<file path="config.mk">
export PLATFORM = sky130hd
export DESIGN_NAME = masked_column_raster_op
export DESIGN_NICKNAME = d
export VERILOG_FILES = /design/src/rtl/cmr_pkg.sv /design/src/rtl/cmr_csr.sv /design/src/rtl/cmr_row_ctrl.sv /design/src/rtl/cmr_rop_stage.sv /design/src/rtl/masked_column_raster_op.sv
export VERILOG_INCLUDE_DIRS = /design/src /design/src/rtl
export SDC_FILE = /design/constraint.sdc
export NUM_CORES = 1
export LEC_CHECK = 0
export ABC_AREA = 1
export BUFFER_PORTS_ARGS = -buffer_cell sky130_fd_sc_hd__buf_2
export CAP_MARGIN = 20
export CORE_UTILIZATION = 25
export DETAILED_ROUTE_END_ITERATION = 7
export PLACE_DENSITY_LB_ADDON = 0.2
export REMOVE_ABC_BUFFERS = 1
export SLEW_MARGIN = 25
export SYNTH_ARGS = -nofsm -noshare
export SYNTH_HDL_FRONTEND = slang
export SYNTH_HIERARCHICAL = 1
export SYNTH_SLANG_ARGS = --single-unit
</file>
<file path="constraint.sdc">
create_clock -name clock -period 6.9 [get_ports clock]
set_input_delay 0.69 -clock clock [delete_from_list [all_inputs] [get_ports clock]]
set_output_delay 0.69 -clock clock [all_outputs]
set_load 0.1 [all_outputs]
</file>
<file path="src/rtl/assert_macros.svh">
// Assertion macros shared by the masked column raster block.
`ifndef ASSERT_MACROS_SVH
`define ASSERT_MACROS_SVH
`ifndef SYNTHESIS
// Clocked check that is switched off while reset is high.
`define CMR_ASSERT(label, clk, rst, prop) \
   label: assert property (@(posedge clk) disable iff (rst) prop) \
      else $error("masked column raster check failed");
// Clocked check that also holds through reset.
`define CMR_ASSERT_ALWAYS(label, clk, prop) \
   label: assert property (@(posedge clk) prop) \
      else $error("masked column raster check failed");
`else
`define CMR_ASSERT(label, clk, rst, prop)
`define CMR_ASSERT_ALWAYS(label, clk, prop)
`endif
`endif

</file>
<file path="src/rtl/cmr_pkg.sv">
// Types, constants and the raster function of the masked column raster block.
package cmr_pkg;

   // Default sizes of the pattern store and of the tallest column.
   localparam int PATTERN_DEPTH_DEF = 16;
   localparam int MAX_HEIGHT_DEF    = 1024;

   // Field widths fixed by the interface.
   localparam int SLOT_W   = 4;
   localparam int SLOT_CNT = 2 ** SLOT_W;
   localparam int COLH_W   = 11;
   localparam int COLH_MAX = 2 ** COLH_W - 1;
   // Wide enough to compare pattern heights against store depths up to 511.
   localparam int HGT_W    = 9;

   // Configuration port.
   localparam int CSR_AW = 5;
   localparam int CSR_DW = 32;

   // Register indexes.
   typedef enum logic [2:0] {
      REG_TRANSFER_MODE  = 3'd0,
      REG_BYTE_MASK      = 3'd1,
      REG_COLUMN_MODE    = 3'd2,
      REG_PATTERN_HEIGHT = 3'd3,
      REG_START_INDEX    = 3'd4,
      REG_DST_ROW_STEP   = 3'd5,
      REG_SRC_ROW_STEP   = 3'd6,
      REG_COLUMN_HEIGHT  = 3'd7
   } reg_index_type;

   // Input word actions.
   localparam logic [1:0] ACT_LOAD  = 2'd0;
   localparam logic [1:0] ACT_START = 2'd1;
   localparam logic [1:0] ACT_DRAW  = 2'd2;

   // Raster operations in the low two bits of the transfer mode.
   localparam logic [1:0] ROP_COPY = 2'd0;
   localparam logic [1:0] ROP_OR   = 2'd1;
   localparam logic [1:0] ROP_XOR  = 2'd2;
   localparam logic [1:0] ROP_BIC  = 2'd3;

   // Configuration register set.
   typedef struct packed {
      logic [2:0]         transfer_mode;
      logic [7:0]         byte_mask;
      logic               column_mode;
      logic [4:0]         pattern_height;
      logic [3:0]         start_index;
      logic signed [15:0] dst_row_step;
      logic signed [15:0] src_row_step;
      logic [10:0]        column_height;
   } cfg_type;

   // One drawn row on its way from the row stage to the raster stage.
   typedef struct packed {
      logic [7:0]         src_byte;
      logic [7:0]         dst_byte;
      logic signed [31:0] dst_offset;
      logic signed [31:0] src_offset;
      logic               last_row;
   } row_type;

   // Masked raster operation of one source byte into one destination byte.
   function automatic logic [7:0] raster_op(input logic [2:0] mode, input logic [7:0] mask,
                                           input logic [7:0] src, input logic [7:0] dst);
      logic [7:0] s;
      logic [7:0] r;
      s = (mode[2] ? ~src : src) & mask;
      case (mode[1:0])
         ROP_COPY: r = (dst & ~mask) | s;
         ROP_OR:   r = dst | s;
         ROP_XOR:  r = dst ^ s;
         ROP_BIC:  r = dst & ~s;
         default:  r = dst & ~s;
      endcase
      return r;
   endfunction

endpackage

</file>
<file path="src/rtl/cmr_csr.sv">
// Configuration registers of the masked column raster block behind an APB-style port.
module cmr_csr (
   input  logic                       clock,
   input  logic                       reset,
   input  logic                       csr_psel,
   input  logic                       csr_penable,
   input  logic                       csr_pwrite,
   input  logic [cmr_pkg::CSR_AW-1:0] csr_paddr,
   input  logic [cmr_pkg::CSR_DW-1:0] csr_pwdata,
   output logic [cmr_pkg::CSR_DW-1:0] csr_prdata,
   output logic                       csr_pready,
   output cmr_pkg::cfg_type           cfg
);

   cmr_pkg::cfg_type       cfg_ff;
   cmr_pkg::cfg_type       cfg_in;
   cmr_pkg::reg_index_type reg_index;
   logic                   write_en;

   assign csr_pready = 1'b1;
   assign reg_index  = cmr_pkg::reg_index_type'(csr_paddr[cmr_pkg::CSR_AW-1:2]);
   assign write_en   = csr_psel & csr_penable & csr_pwrite;

   // Register write decode.
   always_comb begin
      cfg_in = cfg_ff;
      if (write_en) begin
         case (reg_index)
            cmr_pkg::REG_TRANSFER_MODE:  cfg_in.transfer_mode  = csr_pwdata[2:0];
            cmr_pkg::REG_BYTE_MASK:      cfg_in.byte_mask      = csr_pwdata[7:0];
            cmr_pkg::REG_COLUMN_MODE:    cfg_in.column_mode    = csr_pwdata[0];
            cmr_pkg::REG_PATTERN_HEIGHT: cfg_in.pattern_height = csr_pwdata[4:0];
            cmr_pkg::REG_START_INDEX:    cfg_in.start_index    = csr_pwdata[3:0];
            cmr_pkg::REG_DST_ROW_STEP:   cfg_in.dst_row_step   = $signed(csr_pwdata[15:0]);
            cmr_pkg::REG_SRC_ROW_STEP:   cfg_in.src_row_step   = $signed(csr_pwdata[15:0]);
            cmr_pkg::REG_COLUMN_HEIGHT:  cfg_in.column_height  = csr_pwdata[10:0];
            default:                     cfg_in = cfg_ff;
         endcase
      end
   end

   always_ff @(posedge clock) begin
      if (reset) begin
         cfg_ff.transfer_mode  <= 3'd0;
         cfg_ff.byte_mask      <= 8'hFF;
         cfg_ff.column_mode    <= 1'b0;
         cfg_ff.pattern_height <= 5'd8;
         cfg_ff.start_index    <= 4'd0;
         cfg_ff.dst_row_step   <= 16'sd0;
         cfg_ff.src_row_step   <= 16'sd0;
         cfg_ff.column_height  <= 11'd0;
      end else begin
         cfg_ff <= cfg_in;
      end
   end

   // Register read mux, zero-extended to the data width.
   always_comb begin
      case (reg_index)
         cmr_pkg::REG_TRANSFER_MODE:  csr_prdata = {29'd0, cfg_ff.transfer_mode};
         cmr_pkg::REG_BYTE_MASK:      csr_prdata = {24'd0, cfg_ff.byte_mask};
         cmr_pkg::REG_COLUMN_MODE:    csr_prdata = {31'd0, cfg_ff.column_mode};
         cmr_pkg::REG_PATTERN_HEIGHT: csr_prdata = {27'd0, cfg_ff.pattern_height};
         cmr_pkg::REG_START_INDEX:    csr_prdata = {28'd0, cfg_ff.start_index};
         cmr_pkg::REG_DST_ROW_STEP:   csr_prdata = {16'd0, cfg_ff.dst_row_step};
         cmr_pkg::REG_SRC_ROW_STEP:   csr_prdata = {16'd0, cfg_ff.src_row_step};
         cmr_pkg::REG_COLUMN_HEIGHT:  csr_prdata = {21'd0, cfg_ff.column_height};
         default:                     csr_prdata = '0;
      endcase
   end

   assign cfg = cfg_ff;

endmodule

</file>
<file path="src/rtl/cmr_row_ctrl.sv">
// Row stage: column state, pattern store and the input register of a drawn row.
module cmr_row_ctrl #(
   parameter int PATTERN_DEPTH = cmr_pkg::PATTERN_DEPTH_DEF,
   parameter int MAX_HEIGHT    = cmr_pkg::MAX_HEIGHT_DEF
) (
   input  logic              clock,
   input  logic              reset,
   input  cmr_pkg::cfg_type  cfg,
   input  logic              req_accept,
   input  logic [1:0]        req_action,
   input  logic [3:0]        req_pattern_slot,
   input  logic [7:0]        req_src_byte,
   input  logic [7:0]        req_dst_byte,
   input  logic              row_load,
   output logic              row_valid,
   output cmr_pkg::row_type  row
);

   localparam int IDX_W = (PATTERN_DEPTH > 1) ? $clog2(PATTERN_DEPTH) : 1;
   localparam int HMAX  = (MAX_HEIGHT < cmr_pkg::COLH_MAX) ? MAX_HEIGHT : cmr_pkg::COLH_MAX;
   localparam int ROW_W = $clog2(HMAX + 1);
   localparam int HW    = cmr_pkg::HGT_W;

   // Column state.
   logic [IDX_W-1:0]   pat_idx_ff, pat_idx_in;
   logic [ROW_W-1:0]   row_cnt_ff, row_cnt_in;
   logic [31:0]        dst_acc_ff, dst_acc_in;
   logic [31:0]        src_acc_ff, src_acc_in;

   // Row register and pattern store.
   logic               row_valid_ff, row_valid_in;
   logic [7:0]         src_ff;
   logic [7:0]         dst_ff;
   logic               pat_ff;
   logic signed [31:0] doff_ff;
   logic signed [31:0] soff_ff;
   logic               last_ff;
   logic [7:0]         pat_rd_ff;
   logic [7:0]         pattern_mem_ff [PATTERN_DEPTH];

   logic [IDX_W-1:0]   slot_map [cmr_pkg::SLOT_CNT];
   logic [HW-1:0]      ph_raw;
   logic [HW-1:0]      eff_ph;
   logic [ROW_W-1:0]   eff_ch;
   logic [HW-1:0]      idx_inc;
   logic [IDX_W-1:0]   idx_next;
   logic [HW-1:0]      start_ext;
   logic [IDX_W-1:0]   idx_start;
   logic [ROW_W:0]     row_inc;
   logic               is_draw;
   logic               draw_ok;
   logic               is_load;
   logic               last_row;
   logic [31:0]        dst_step;
   logic [31:0]        src_step;

   // Load slots wrap onto the store depth.
   genvar gs;
   generate
      for (gs = 0; gs < cmr_pkg::SLOT_CNT; gs++) begin : g_slot
         assign slot_map[gs] = IDX_W'(gs % PATTERN_DEPTH);
      end
   endgenerate

   // Effective pattern and column heights.
   always_comb begin
      ph_raw = (cfg.pattern_height == 5'd0) ? HW'(1) : HW'(cfg.pattern_height);
      eff_ph = (ph_raw > HW'(PATTERN_DEPTH)) ? HW'(PATTERN_DEPTH) : ph_raw;
      eff_ch = (cfg.column_height > cmr_pkg::COLH_W'(HMAX)) ?
               ROW_W'(HMAX) : ROW_W'(cfg.column_height);
   end

   // Pattern index stepping and column start.
   always_comb begin
      idx_inc   = HW'(pat_idx_ff) + HW'(1);
      idx_next  = (idx_inc >= eff_ph || idx_inc >= HW'(PATTERN_DEPTH)) ?
                  '0 : IDX_W'(idx_inc);
      start_ext = HW'(cfg.start_index);
      idx_start = (start_ext < eff_ph) ? IDX_W'(start_ext) : '0;
   end

   assign is_load  = req_accept && (req_action == cmr_pkg::ACT_LOAD);
   assign is_draw  = req_accept && (req_action == cmr_pkg::ACT_DRAW);
   assign draw_ok  = is_draw && (row_cnt_ff < eff_ch);
   assign row_inc  = {1'b0, row_cnt_ff} + (ROW_W+1)'(1);
   assign last_row = (row_inc == {1'b0, eff_ch});
   assign dst_step = {{16{cfg.dst_row_step[15]}}, cfg.dst_row_step};
   assign src_step = {{16{cfg.src_row_step[15]}}, cfg.src_row_step};

   // Next column state.
   always_comb begin
      pat_idx_in = pat_idx_ff;
      row_cnt_in = row_cnt_ff;
      dst_acc_in = dst_acc_ff;
      src_acc_in = src_acc_ff;
      if (req_accept && req_action == cmr_pkg::ACT_START) begin
         pat_idx_in = idx_start;
         row_cnt_in = '0;
         dst_acc_in = '0;
         src_acc_in = '0;
      end else if (draw_ok) begin
         row_cnt_in = row_inc[ROW_W-1:0];
         dst_acc_in = dst_acc_ff + dst_step;
         if (cfg.column_mode) begin
            pat_idx_in = idx_next;
         end else begin
            src_acc_in = src_acc_ff + src_step;
         end
      end
   end

   assign row_valid_in = row_load ? draw_ok : row_valid_ff;

   always_ff @(posedge clock) begin
      if (reset) begin
         pat_idx_ff   <= '0;
         row_cnt_ff   <= '0;
         dst_acc_ff   <= '0;
         src_acc_ff   <= '0;
         row_valid_ff <= 1'b0;
      end else begin
         pat_idx_ff   <= pat_idx_in;
         row_cnt_ff   <= row_cnt_in;
         dst_acc_ff   <= dst_acc_in;
         src_acc_ff   <= src_acc_in;
         row_valid_ff <= row_valid_in;
      end
   end

   // Row payload, captured when a drawn row enters.
   always_ff @(posedge clock) begin
      if (draw_ok) begin
         src_ff  <= req_src_byte;
         dst_ff  <= req_dst_byte;
         pat_ff  <= cfg.column_mode;
         doff_ff <= $signed(dst_acc_ff);
         soff_ff <= cfg.column_mode ? 32'sd0 : $signed(src_acc_ff);
         last_ff <= last_row;
      end
   end

   // Pattern store: written by loads, read at the pattern index by draws.
   always_ff @(posedge clock) begin
      if (is_load) begin
         pattern_mem_ff[slot_map[req_pattern_slot]] <= req_src_byte;
      end
      if (is_draw) begin
         pat_rd_ff <= pattern_mem_ff[pat_idx_ff];
      end
   end

   assign row_valid       = row_valid_ff;
   assign row.src_byte    = pat_ff ? pat_rd_ff : src_ff;
   assign row.dst_byte    = dst_ff;
   assign row.dst_offset  = doff_ff;
   assign row.src_offset  = soff_ff;
   assign row.last_row    = last_ff;

endmodule

</file>
<file path="src/rtl/cmr_rop_stage.sv">
// Raster stage: masked raster operation into the result register.
module cmr_rop_stage (
   input  logic               clock,
   input  logic               reset,
   input  cmr_pkg::cfg_type   cfg,
   input  logic               row_valid,
   input  cmr_pkg::row_type   row,
   input  logic               rsp_stall,
   output logic               out_free,
   output logic               rsp_valid,
   output logic [7:0]         rsp_new_dst_byte,
   output logic signed [31:0] rsp_dst_offset,
   output logic signed [31:0] rsp_src_offset,
   output logic               rsp_last_row
);

   logic               rsp_valid_ff, rsp_valid_in;
   logic [7:0]         new_dst_ff;
   logic signed [31:0] dst_off_ff;
   logic signed [31:0] src_off_ff;
   logic               last_ff;
   logic [7:0]         new_dst;

   // The result register takes a new word when it is empty or being taken.
   assign out_free     = !rsp_valid_ff || !rsp_stall;
   assign rsp_valid_in = out_free ? row_valid : rsp_valid_ff;
   assign new_dst      = cmr_pkg::raster_op(cfg.transfer_mode, cfg.byte_mask,
                                            row.src_byte, row.dst_byte);

   always_ff @(posedge clock) begin
      if (reset) begin
         rsp_valid_ff <= 1'b0;
      end else begin
         rsp_valid_ff <= rsp_valid_in;
      end
   end

   // Result payload.
   always_ff @(posedge clock) begin
      if (out_free && row_valid) begin
         new_dst_ff <= new_dst;
         dst_off_ff <= row.dst_offset;
         src_off_ff <= row.src_offset;
         last_ff    <= row.last_row;
      end
   end

   assign rsp_valid        = rsp_valid_ff;
   assign rsp_new_dst_byte = new_dst_ff;
   assign rsp_dst_offset   = dst_off_ff;
   assign rsp_src_offset   = src_off_ff;
   assign rsp_last_row     = last_ff;

endmodule

</file>
<file path="src/rtl/masked_column_raster_op.sv">
// Top level of the masked column raster block.
//
//  channel  direction  handshake              payload
//  req      in         req_valid / req_stall  action, pattern_slot, src_byte, dst_byte
//  rsp      out        rsp_valid / rsp_stall  new_dst_byte, dst_offset, src_offset, last_row
//  csr      in         csr_psel / csr_penable register writes and reads, 32-bit data
//
// One word is accepted per cycle while req_stall is low. An accepted drawn row passes
// through the row register (with the registered pattern store read) and then the result
// register to the result port. Loads, starts and draws past the column give no result.
// Reset is synchronous and clears all control state; req_stall is high during reset.
// A stalled result holds the result register; req_stall rises only when both are full.
`include "assert_macros.svh"
module masked_column_raster_op #(
   parameter int PATTERN_DEPTH = cmr_pkg::PATTERN_DEPTH_DEF,
   parameter int MAX_HEIGHT    = cmr_pkg::MAX_HEIGHT_DEF
) (
   input  logic                       clock,
   input  logic                       reset,
   input  logic                       req_valid,
   output logic                       req_stall,
   input  logic [1:0]                 req_action,
   input  logic [3:0]                 req_pattern_slot,
   input  logic [7:0]                 req_src_byte,
   input  logic [7:0]                 req_dst_byte,
   output logic                       rsp_valid,
   input  logic                       rsp_stall,
   output logic [7:0]                 rsp_new_dst_byte,
   output logic signed [31:0]         rsp_dst_offset,
   output logic signed [31:0]         rsp_src_offset,
   output logic                       rsp_last_row,
   input  logic                       csr_psel,
   input  logic                       csr_penable,
   input  logic                       csr_pwrite,
   input  logic [cmr_pkg::CSR_AW-1:0] csr_paddr,
   input  logic [cmr_pkg::CSR_DW-1:0] csr_pwdata,
   output logic [cmr_pkg::CSR_DW-1:0] csr_prdata,
   output logic                       csr_pready
);

   cmr_pkg::cfg_type cfg;
   cmr_pkg::row_type row;
   logic             row_valid;
   logic             row_free;
   logic             out_free;
   logic             req_accept;

   // Flow control: the row register moves on when empty or when the result stage takes it.
   assign row_free   = !row_valid || out_free;
   assign req_stall  = reset || !row_free;
   assign req_accept = req_valid && !req_stall;

   cmr_csr u_csr (
      .clock       (clock),
      .reset       (reset),
      .csr_psel    (csr_psel),
      .csr_penable (csr_penable),
      .csr_pwrite  (csr_pwrite),
      .csr_paddr   (csr_paddr),
      .csr_pwdata  (csr_pwdata),
      .csr_prdata  (csr_prdata),
      .csr_pready  (csr_pready),
      .cfg         (cfg)
   );

   cmr_row_ctrl #(
      .PATTERN_DEPTH (PATTERN_DEPTH),
      .MAX_HEIGHT    (MAX_HEIGHT)
   ) u_row (
      .clock            (clock),
      .reset            (reset),
      .cfg              (cfg),
      .req_accept       (req_accept),
      .req_action       (req_action),
      .req_pattern_slot (req_pattern_slot),
      .req_src_byte     (req_src_byte),
      .req_dst_byte     (req_dst_byte),
      .row_load         (row_free),
      .row_valid        (row_valid),
      .row              (row)
   );

   cmr_rop_stage u_rop (
      .clock            (clock),
      .reset            (reset),
      .cfg              (cfg),
      .row_valid        (row_valid),
      .row              (row),
      .rsp_stall        (rsp_stall),
      .out_free         (out_free),
      .rsp_valid        (rsp_valid),
      .rsp_new_dst_byte (rsp_new_dst_byte),
      .rsp_dst_offset   (rsp_dst_offset),
      .rsp_src_offset   (rsp_src_offset),
      .rsp_last_row     (rsp_last_row)
   );

   // A row enters only with an accepted word.
   `CMR_ASSERT(a_row_from_accept, clock, reset, $rose(row_valid) |-> $past(req_accept))
   // A result appears only from a valid row.
   `CMR_ASSERT(a_rsp_from_row, clock, reset, $rose(rsp_valid) |-> $past(row_valid))
   // Input stalls only when both stages are full and the result is held.
   `CMR_ASSERT(a_stall_full, clock, reset, req_stall |-> row_valid && rsp_valid && rsp_stall)
   // No result is shown in the cycle after reset.
   `CMR_ASSERT_ALWAYS(a_reset_clears, clock, $past(reset) |-> !rsp_valid)

endmodule

</file>
==> metrics, run 1 <==
Internal=between 4 and 5 mW; Root Driver=clkbuf_16; Placement Cell Area=24500 µm²; Sw Share=0.239; Max Clk Rate=around 250 MHz; Avg Inst Size Synth=about 8.5 µm²; Sink Count=436; uppermost routed layer=met5; worst-margin pin slew=1.01 ns; Synth Instances=approximately 2700; #FFs+latches synth=around 440; total wire length=approximately 64 mm; Arr. time, crit path=between 4 and 5 ns; worst-case clock buffer depth=3; vias in the first global route=roughly 17000; relative slew slack=0.326; DR iter-0 viols=between 800 and 900; startpoint types=flop; slowest CP cell=inv_6; most common cell after layout, fill and taps aside=nand2_1; Routed met3 length=approximately 2.3 mm; Die Area=92200 µm²; status=complete, no violations; post_cts resized=0; share of flip-flops with an asynchronous set or reset=0; setup tns final=0 ns; hold crit path type=input port to flop; WP buf/inv=2; sequential share of the synthesized area=0.512; Final Hold Vio Count=0; WP data required=~7 ns; Setup WS post-layout=between 2 and 3 ns; Reg clk slew, reported paths=approximately 0.06 ns; core footprint=~90000 µm²; M1 WL=31.2 mm; postcts setup bufs=0; fin cells=~4000; Slew Viols, Final=0; Clk network pwr share=0.465; routability cong.=0.852; EDFF count, synth=between 200 and 300; P&R area growth vs syn=15.2%; Crit path max-delay family=buffers and inverters; DR vias/cell=about 4.4; library cells used by synthesis=53; CTS tree=built; Synth Warn #=6; Tmin final=just over 4 ns; Cell Pwr Density=between 200 and 250 nW/µm²; Worst-Skew Late Latency=between 0.6 and 0.7 ns; final setup vio count=0; Worst path most repeated cell=nand2_1; grt ovf=0; routed vias=between 15000 and 20000; first-pass GRT wire length=98.4 mm; worst-path cell chain=nor2_1 > nand3_1 > o21ai_1 > nand2_1 > ha_1 > a21oi_1 > o21ai_0 > nand2_1 > nand3_4 > inv_6 > buf_4; RSZ-0062 raised after global routing=no; max-cap violations=0; Switching Power=1.41 mW; Initial Utilization=0.253; GRT Overall Usage=0.138; chip width=304 µm; DR WL met2=~29 mm; Die H=slightly above 300 µm; DRC violation count after routing=0; share of layout cells above drive strength 1=0.0987; post-placement setup slack=2.33 ns; Fillers=between 9000 and 10000; placed cell count=around 3900; Sequential Power Share=0.480; Crit Path Category=flop to flop; DPL Wire Length=around 46 mm; biggest area consumer among synthesized cells=edfxtp_1; Final period util=0.588; Detail Route Antenna Nets=0; WL per Instance=15.9 µm; Num CTS Buffers=50; standard-cell rows=110; IO Pins=around 170; combinational share of power=0.055; ys flop type=edfxtp_1; Leakage Power=around 11 nW; initial antenna violation count=4; number of H-tree levels=2; IO Port Bufs=between 100 and 150; post-cts hold buffer count=0; Power, Total=a little under 6 mW; top-area cell type share of the netlist area=0.384; VDD IR-drop max=around 0.00017 V; Final Skew=about 0.030 ns; post-route design area=~26000 µm²; commonest non-fill, non-tap cells in the layout=nand2_1, inv_1, nor2_1, edfxtp_1, nand3_1; Crit Path Max Fanout=112; R2R Setup Slk=roughly 2.8 ns; largest net degree at the start of global routing=about 110; Final nets=2965; Largest stage delay, worst path=0.80 ns; crit end category=flop; router iterations before antenna repair=5; main area contributors after synthesis=edfxtp_1, dfxtp_1, nand2_1; Post-Syn Area=~23000 µm²
[registers in the layout, summed over array words and instances (netlist names)]
signal and cells:
u_row/last_ff 1, u_csr/cfg 64, u_row/pattern_mem_ff 128, u_row/src_ff 8
u_row/pat_idx_ff 4, u_row/pat_rd_ff 8, u_rop/rsp_dst_offset 32, u_row/src_acc_ff 32
u_row/soff_ff 32, u_row/row_cnt_ff 11, u_row/dst_ff 8, u_row/dst_acc_ff 32
u_rop/rsp_valid 1, u_rop/rsp_src_offset 32, u_rop/rsp_new_dst_byte 8, u_rop/rsp_last_row 1
u_row/row_valid 1, u_row/doff_ff 32, u_row/pat_ff 1
[cell type report]
cell class | instances | area (µm²) | share of cell area
Sequential cell | 436 | 11600 | 0.444
Multi-Input combinational cell | 1774 | 9120 | 0.348
Inverter | 395 | 1500 | 0.0572
Tap cell | 1176 | 1470 | 0.0562
Clock buffer | 60 | 1290 | 0.0492
Timing Repair Buffer | 149 | 781 | 0.0298
Clock inverter | 34 | 393 | 0.0150
Antenna cell | 3 | 7.51 | 0.000287
[synthesized netlist by cell type, types with 7 or more instances]
library cell and n:
a21oi_1 116, buf_2 21, buf_4 25, buf_6 10
clkbuf_1 37, dfxtp_1 145, edfxtp_1 291, ha_1 91
inv_1 377, inv_2 11, mux2_2 8, mux2i_1 25
nand2_1 690, nand3_1 156, nand3_2 7, nand4_1 27
nor2_1 298, nor3_1 51, o211ai_1 8, o21a_1 15
o21ai_0 113, o21ai_1 28, o221ai_1 25, o32ai_1 7
xnor2_1 16, xor2_1 20
[path summary, 6_finish.rpt]
| kind | start | end | cells past startpoint |
|---|---|---|---|
| max reg2reg | u_csr/cfg[4]$_SDFFE_PP0P_ | u_row/dst_ff[4]$_DFFE_PP_ | 11 |
| min reg2reg | u_row/doff_ff[10]$_DFFE_PP_ | u_rop/rsp_dst_offset[10]$_DFFE_PP_ | 0 |
| min | req_dst_byte[3] | u_row/dst_ff[3]$_DFFE_PP_ | 1 |
| max | u_csr/cfg[4]$_SDFFE_PP0P_ | u_row/dst_ff[4]$_DFFE_PP_ | 11 |
[routing by layer]
| metal | up-vias | track usage |
|---|---|---|
| met3 | 79 | 0.0176 |
| met5 | - | 0 |
| met2 | 306 | 0.227 |
| met1 | 8126 | 0.191 |
| li1 | 9040 | - |
| met4 | 2 | 0.0358 |
[stage by stage]
stage | utilization | hold slack, ns
floorplan | - | 0.400
global placement | 0.272 | 0.400
CTS | 0.291 | 0.236
detailed placement | 0.272 | 0.405
finish | 0.291 | 0.272
global route | 0.291 | 0.245
[power groups by stage]
stage / logic (mW) / clock network (mW) / registers (mW)
after floorplan: 0.194 / 0 / 2.90
after global placement: 0.326 / 0 / 2.89
after detailed placement: 0.326 / 0 / 2.89
after CTS: 0.327 / 2.84 / 2.83
after global routing: 0.354 / 2.93 / 2.83
final: 0.323 / 2.74 / 2.83
[kinds of logic (layout without fill, tap and decap cells)]
group                    Yosys count  after routing  synth area share
AND/OR/NAND/NOR                 1266           1266             0.235
buffers and inverters            491            638            0.0901
flip-flops                       436            436             0.512
AO/OA/AOI/OAI                    329            329            0.0823
adder cells (fa/ha/maj)           93             93            0.0518
XOR/XNOR                          36             36            0.0139
multiplexers                      33             33            0.0150
other                              2             20          0.000330
(Power assumes the default switching activity.)
==> run 2: changes to the inputs <==
--- a/config.mk
+++ b/config.mk
@@ -6,7 +6,7 @@
 export SDC_FILE = /design/constraint.sdc
 export NUM_CORES = 1
 export LEC_CHECK = 0
-export ABC_AREA = 1
+export ABC_AREA = 0
 export BUFFER_PORTS_ARGS = -buffer_cell sky130_fd_sc_hd__buf_2
 export CAP_MARGIN = 20
 export CORE_UTILIZATION = 25
==> constraint.sdc (replaced) <==
create_clock -name clock -period 3.5 [get_ports clock]
set_input_delay 0.35 -clock clock [delete_from_list [all_inputs] [get_ports clock]]
set_output_delay 0.35 -clock clock [all_outputs]
set_load 0.1 [all_outputs]
==> run 2 against run 1 <==
  * Routed wire length fell by 16%
  * Combinational power up 52%
  * Via count decreased by 19%
  * Global-route usage decreased by 1.2 points
  * Final cell count fell by 23%
  * Maximum frequency grew 27%
  * First-iteration DRC count fell by 5.0%
  * Sequential share of layout area is 2.5 points higher
  * Utilization is 1.0 points higher
  * Area after synthesis fell by 8.5%
  * Worst setup slack lost 2.5 ns
  * Total power rose by 97%
  * Critical path type unchanged
  * Largest power group is now the clock network
==> metrics, run 2 <==
Sw Share=0.223; Sink Count=between 400 and 500; sequential share of the synthesized area=0.559; ys flop type=edfxtp_1; max-cap violations=0; Final period util=0.911; Arr. time, crit path=around 3.7 ns; post-placement setup slack=0.263 ns; Initial Utilization=0.253; main area contributors after synthesis=edfxtp_1, dfxtp_1, ha_1; register area=11600 µm²; Post-Syn Area=~21000 µm²; Synth Instances=1800; Final nets=about 2100; most common cell in the netlist=edfxtp_1; Tmin final=roughly 3.2 ns; VDD IR-drop max=around 0.00035 V; placed cell count=2965; max reg flops=~130; hold crit path type=input port to flop; top-area cell type share of the netlist area=0.420; Cell Pwr Density=~470 nW/µm²; share of layout cells above drive strength 1=0.177; Die H=290 µm; fin cells=a little over 3000; core footprint=82200 µm²; Crit Path Max Fanout=3; met1 usage=0.172; Reg clk slew, reported paths=around 0.07 ns; router iterations before antenna repair=5; DPL Wire Length=around 39 mm; Max Clk Rate=between 300 and 400 MHz; number of H-tree levels=2; Post-synth top cells=edfxtp_1, nand2_1, a21oi_1; biggest area consumer among synthesized cells=edfxtp_1; grt met2 use=0.206; Final Hold Vio Count=0; standard-cell rows=roughly 110; Fillers=roughly 8500; Worst-Skew Late Latency=between 0.6 and 0.7 ns; Root Driver=clkbuf_16; total wire length=around 54 mm; area of the multi-input gates=about 8500 µm²; Synth Warn #=6; vias in the first global route=approximately 14000; WP data required=4.04 ns; CTS tree=built; #FFs+latches synth=around 440; P&R area growth vs syn=19.1%; largest net degree at the start of global routing=68; Die Area=about 84000 µm²; WHS=approximately 0.053 ns; share of flip-flops with an asynchronous set or reset=0; Internal=between 9 and 10 mW; GRT Overall Usage=0.127; most used routing layer=met2; routability cong.=between 0.8 and 0.9; EDFF count, synth=approximately 290; crit end category=flop; IO Pins=about 170; Clk network pwr share=0.485; library cells used by synthesis=80; Avg Inst Size Synth=11.6 µm²; Power, Total=around 12 mW; IO Port Bufs=about 140; first-pass GRT wire length=84.0 mm; DR iter-0 viols=~850; final setup vio count=0; routed vias=between 10000 and 15000; DRC violation count after routing=0; most common cell after layout, fill and taps aside=edfxtp_1; combinational share of power=0.042; worst-margin pin slew=0.864 ns; Num CTS Buffers=roughly 50; worst-case clock buffer depth=3; grt ovf=0; DR vias/cell=4.59; relative slew slack=0.422; Switching Power=2.59 mW; Leakage Power=9.16 nW; Crit Path Category=flop to flop; commonest non-fill, non-tap cells in the layout=edfxtp_1, nand2_1, a21oi_1, dfxtp_1, buf_2; WL per Instance=between 15 and 20 µm; startpoint types=flop; RSZ-0062 raised after global routing=no; Final Skew=0.0304 ns; Detail Route Antenna Nets=0; Slew Viols, Final=0; met3 Use GR=0.0236; initial antenna violation count=5; status=complete, no violations; Setup WS post-layout=~0.31 ns; chip width=roughly 290 µm; Sequential Power Share=0.473
[run 2: cell types whose count changed after synthesis, sizes merged, moves of 22 or more]
cell    delta
xor2      +23
nand2b    +25
nor3      -22
nor2b     +53
a21oi     +52
nand3    -132
a21o      +27
nand2    -483
nor2     -185
mux4      +41
o221ai    -23
inv      -347
o21ai     -83
mux2i     +22
[run 2: final timing paths]
check             slack [ns]                       start  cells after the start                           endpoint
setup reg to reg        0.31  u_csr/cfg[27]$_SDFFE_PP0P_                     12  u_row/dst_acc_ff[30]$_SDFFE_PP0P_
setup / recovery        0.31  u_csr/cfg[27]$_SDFFE_PP0P_                     12  u_row/dst_acc_ff[30]$_SDFFE_PP0P_
hold reg to reg         0.40  u_row/doff_ff[0]$_DFFE_PP_                      0  u_rop/rsp_dst_offset[0]$_DFFE_PP_
hold / removal          0.05               csr_pwdata[9]                      3         u_csr/cfg[36]$_SDFFE_PP0P_
[run 2: what timing repair did]
action | in CTS | in global routing
buffers inserted | 0 | 0
hold endpoints to repair | 27 | 0
gates resized for setup | 0 | 0
hold buffers | 19 | 0
[run 2: per-layer routing]
layer,vias up,share of wire
li1,6940,-
met1,6826,0.47
met2,287,0.46
met3,82,0.045
met4,4,0.024
met5,-,0.00043
[run 2: power groups by stage]
stage	Combinational [mW]	Sequential, mW	Clock [mW]
3_3_place_gp	0.470	5.60	0
6_report	0.492	5.49	5.63
4_1_cts	0.496	5.49	5.85
3_5_place_dp	0.476	5.60	0
5_1_grt	0.528	5.49	6.06
2_1_floorplan	0.262	5.62	0
[run 2: final cells by class]
type,count,share of cell area
inverters,44,0.00666
diodes,2,0.000202
clock inverters,35,0.0161
flip-flops and latches,436,0.470
clock buffers,61,0.0559
multi-input cells,1228,0.344
well taps,1070,0.0540
repair buffers,206,0.0529
[run 2: kinds of logic (layout without fill, tap and decap cells)]
kind of cell / Yosys count / in the layout / share of synthesized area
simple gates: 549 / 549 / 0.124
mux: 102 / 102 / 0.0746
fa+ha+maj: 93 / 93 / 0.0566
compound gates: 387 / 387 / 0.118
flops: 436 / 436 / 0.559
xor+xnor: 80 / 80 / 0.0340
other cells: 2 / 19 / 0.000361
buf+inv: 151 / 346 / 0.0333
[run 2: through the flow]
stage	TNS [ns]	cell area, µm²	utilization
2_1_floorplan	-405.28	20300	-
3_3_place_gp	0	22800	0.277
3_5_place_dp	0	22800	0.277
4_1_cts	0	24800	0.301
5_1_grt	0	24800	0.301
6_report	0	24800	0.301
[run 2: critical path, cell delays in order, from the launching register on]
cell and delay (ns):
dfxtp_1 0.40, ha_1 0.22, inv_1 0.06, fa_1 0.41
nor2b_1 0.17, o31a_1 0.21, o22ai_1 0.20, o31ai_4 0.32
a41oi_1 0.26, o21ai_1 0.28, a31oi_1 0.14, nor4b_1 0.29
nand3b_1 0.14
==> run 3: changes to the inputs <==
==> constraint.sdc (replaced) <==
create_clock -name clock -period 2.7 [get_ports clock]
set_input_delay 0.27 -clock clock [delete_from_list [all_inputs] [get_ports clock]]
set_output_delay 0.27 -clock clock [all_outputs]
set_load 0.1 [all_outputs]
==> run 3 against run 2 <==
  * The flow now finishes with violations (negative setup slack)
  * Maximum frequency rose by 17%
  * Combinational power up 43%
  * Total power up 29%
  * Routed wire length is 7.0% higher
  * Die area is the same
  * Utilization up 2.7 points
  * Hold slack improved by 0.0077 ns
  * Clock skew rose by 0.021 ns
  * Critical endpoint unchanged
==> metrics, run 3 (synthesis gave the netlist of run 2 again) <==
standard-cell rows=105; Root Driver=clkbuf_16; GRT Overall Usage=0.133; share of layout cells above drive strength 1=0.286; Crit Path Category=flop to flop; Slew Viols, Final=0; Final period util=1.01; Initial Utilization=0.253; first-pass GRT wire length=~90 mm; chip width=~290 µm; Cell Pwr Density=556 nW/µm²; Worst R2R Path Depth=13; Setup WS post-layout=-0.0195 ns; total wire length=between 50 and 60 mm; DRC violation count after routing=0; Die H=between 200 and 300 µm; routability cong.=a little under 0.9; routed vias=roughly 15000; crit end category=flop; status=finished with violations; relative slew slack=0.542; Final Skew=~0.051 ns; largest net degree at the start of global routing=63; Sink Count=between 400 and 500; hold crit path type=input port to flop; P&R area growth vs syn=29.9%; VDD IR-drop max=0.000471 V; RSZ-0062 raised after global routing=yes; WL per Instance=17.5 µm; most common cell after layout, fill and taps aside=edfxtp_1; Placement Cell Area=24300 µm²; Crit Path Max Fanout=2; Leakage Power=10.2 nW; number of H-tree levels=2; vias in the first global route=15150; Arr. time, crit path=3.27 ns; core footprint=a little over 80000 µm²; post-placement setup slack=-0.261 ns; WP data required=3.25 ns; commonest non-fill, non-tap cells in the layout=edfxtp_1, buf_4, nand2_1, a21oi_1, dfxtp_1; Die Area=roughly 84000 µm²; failing checks=negative setup slack; Tmin final=about 2.7 ns; IO Pins=about 170; DPL Wire Length=41.4 mm; worst reg2reg path startpoint=u_csr/cfg[27]$_SDFFE_PP0P_; CTS tree=built; IO Port Bufs=around 140; Detail Route Antenna Nets=0; post-route design area=27000 µm²; Fillers=8329; Reg clk slew, reported paths=about 0.060 ns; area of the multi-input gates=8970 µm²; worst setup path end=u_row/dst_acc_ff[30]$_SDFFE_PP0P_; capturing point of the worst reg2reg path=u_row/dst_acc_ff[30]$_SDFFE_PP0P_; Worst-Skew Late Latency=about 0.62 ns; Final Hold Vio Count=0; worst-case clock buffer depth=3; R2R Setup Slk=-0.02 ns; max reg flops=128; worst-margin pin slew=slightly below 0.7 ns; startpoint types=flop; initial antenna violation count=6; router iterations before antenna repair=7; final setup vio count=2; CP startpoint=u_csr/cfg[27]$_SDFFE_PP0P_; max-cap violations=0; grt ovf=0; Final nets=roughly 2300; Max Clk Rate=approximately 370 MHz; Power, Total=15.0 mW; DR vias/cell=around 4.6; Num CTS Buffers=53; register area=about 12000 µm²; DR iter-0 viols=945
run 3: cell count changes in the layout (fill, tap and decap cells not counted), sizes merged:
cell         before  now
bufinv            8    7
clkbuf           61   69
dlygate4sd3      19   25
clkinvlp          5    3
buf             187  378
run 3: worst max-delay path, stage by stage (launching register included):
cell and delay (ns):
dfxtp_2 0.34, ha_4 0.13, inv_2 0.03, fa_2 0.36, nor2b_2 0.14, o31a_1 0.19, buf_6 0.13, o22ai_4 0.06
o31ai_4 0.30, a41oi_2 0.22, o21ai_2 0.20, a31oi_1 0.12, nor4b_1 0.27, nand3b_1 0.14
run 3: final cells by class:
class / instances / share of cell area
multi-input cells: 1228 / 0.332
flip-flops and latches: 436 / 0.431
diodes: 2 / 0.000185
clock inverters: 32 / 0.0141
clock buffers: 68 / 0.0515
inverters: 44 / 0.00616
repair buffers: 404 / 0.115
well taps: 1070 / 0.0495
run 3: repair_timing:
item,CTS,global route
hold buffers,25,0
pin swaps,8,48
endpoints found under the hold margin,60,0
setup endpoints to repair,76,79
buffers inserted,3,15
gates resized for setup,22,105
gates cloned,1,2
run 3: how the worst min path moves through the flow:
stage / startpoint / to / slack, ns / depth (start not counted)
final: req_src_byte[1] / u_row/pattern_mem_ff[5][1]$_DFFE_PP_ / 0.06 / 1
after global placement: u_row/doff_ff[20]$_DFFE_PP_ / u_rop/rsp_dst_offset[20]$_DFFE_PP_ / 0.40 / 0
after global routing: req_src_byte[5] / u_row/pattern_mem_ff[6][5]$_DFFE_PP_ / 0.04 / 1
after CTS: req_src_byte[5] / u_row/pattern_mem_ff[6][5]$_DFFE_PP_ / 0.02 / 1
after detailed placement: u_row/soff_ff[14]$_SDFFCE_PP0P_ / u_rop/rsp_src_offset[14]$_DFFE_PP_ / 0.40 / 0
after floorplan: reset / u_csr/cfg[0]$_SDFFE_PP0P_ / 0.34 / 1
run 3: report_power, final:
group / leakage [nW] / switching (mW) / internal (mW) / total, mW
Clock: 0.855 / 2.88 / 4.33 / 7.21
Combinational: 5.48 / 0.485 / 0.219 / 0.704
Sequential: 3.90 / 0.0155 / 7.10 / 7.12
Total: 10.2 / 3.38 / 11.7 / 15.0
run 3: stage by stage:
step	instances	utilization	setup TNS, ns	hold slack (ns)
after floorplan	1708	-	-559.54	0.339
after global placement	3137	0.296	-2.07	0.402
after detailed placement	3137	0.296	-2.88	0.405
after CTS	3266	0.322	-0.0416	0.0237
after global routing	3283	0.329	-0.502	0.0434
final	3284	0.329	-0.0312	0.0604
run 3: routing by layer:
metal / up-vias / routed length, µm / track usage
li1: 7321 / - / -
met1: 7228 / 26200 / 0.177
met2: 377 / 26800 / 0.218
met3: 80 / 3120 / 0.0253
met4: 4 / 1210 / 0.0376
met5: - / 27 / 0
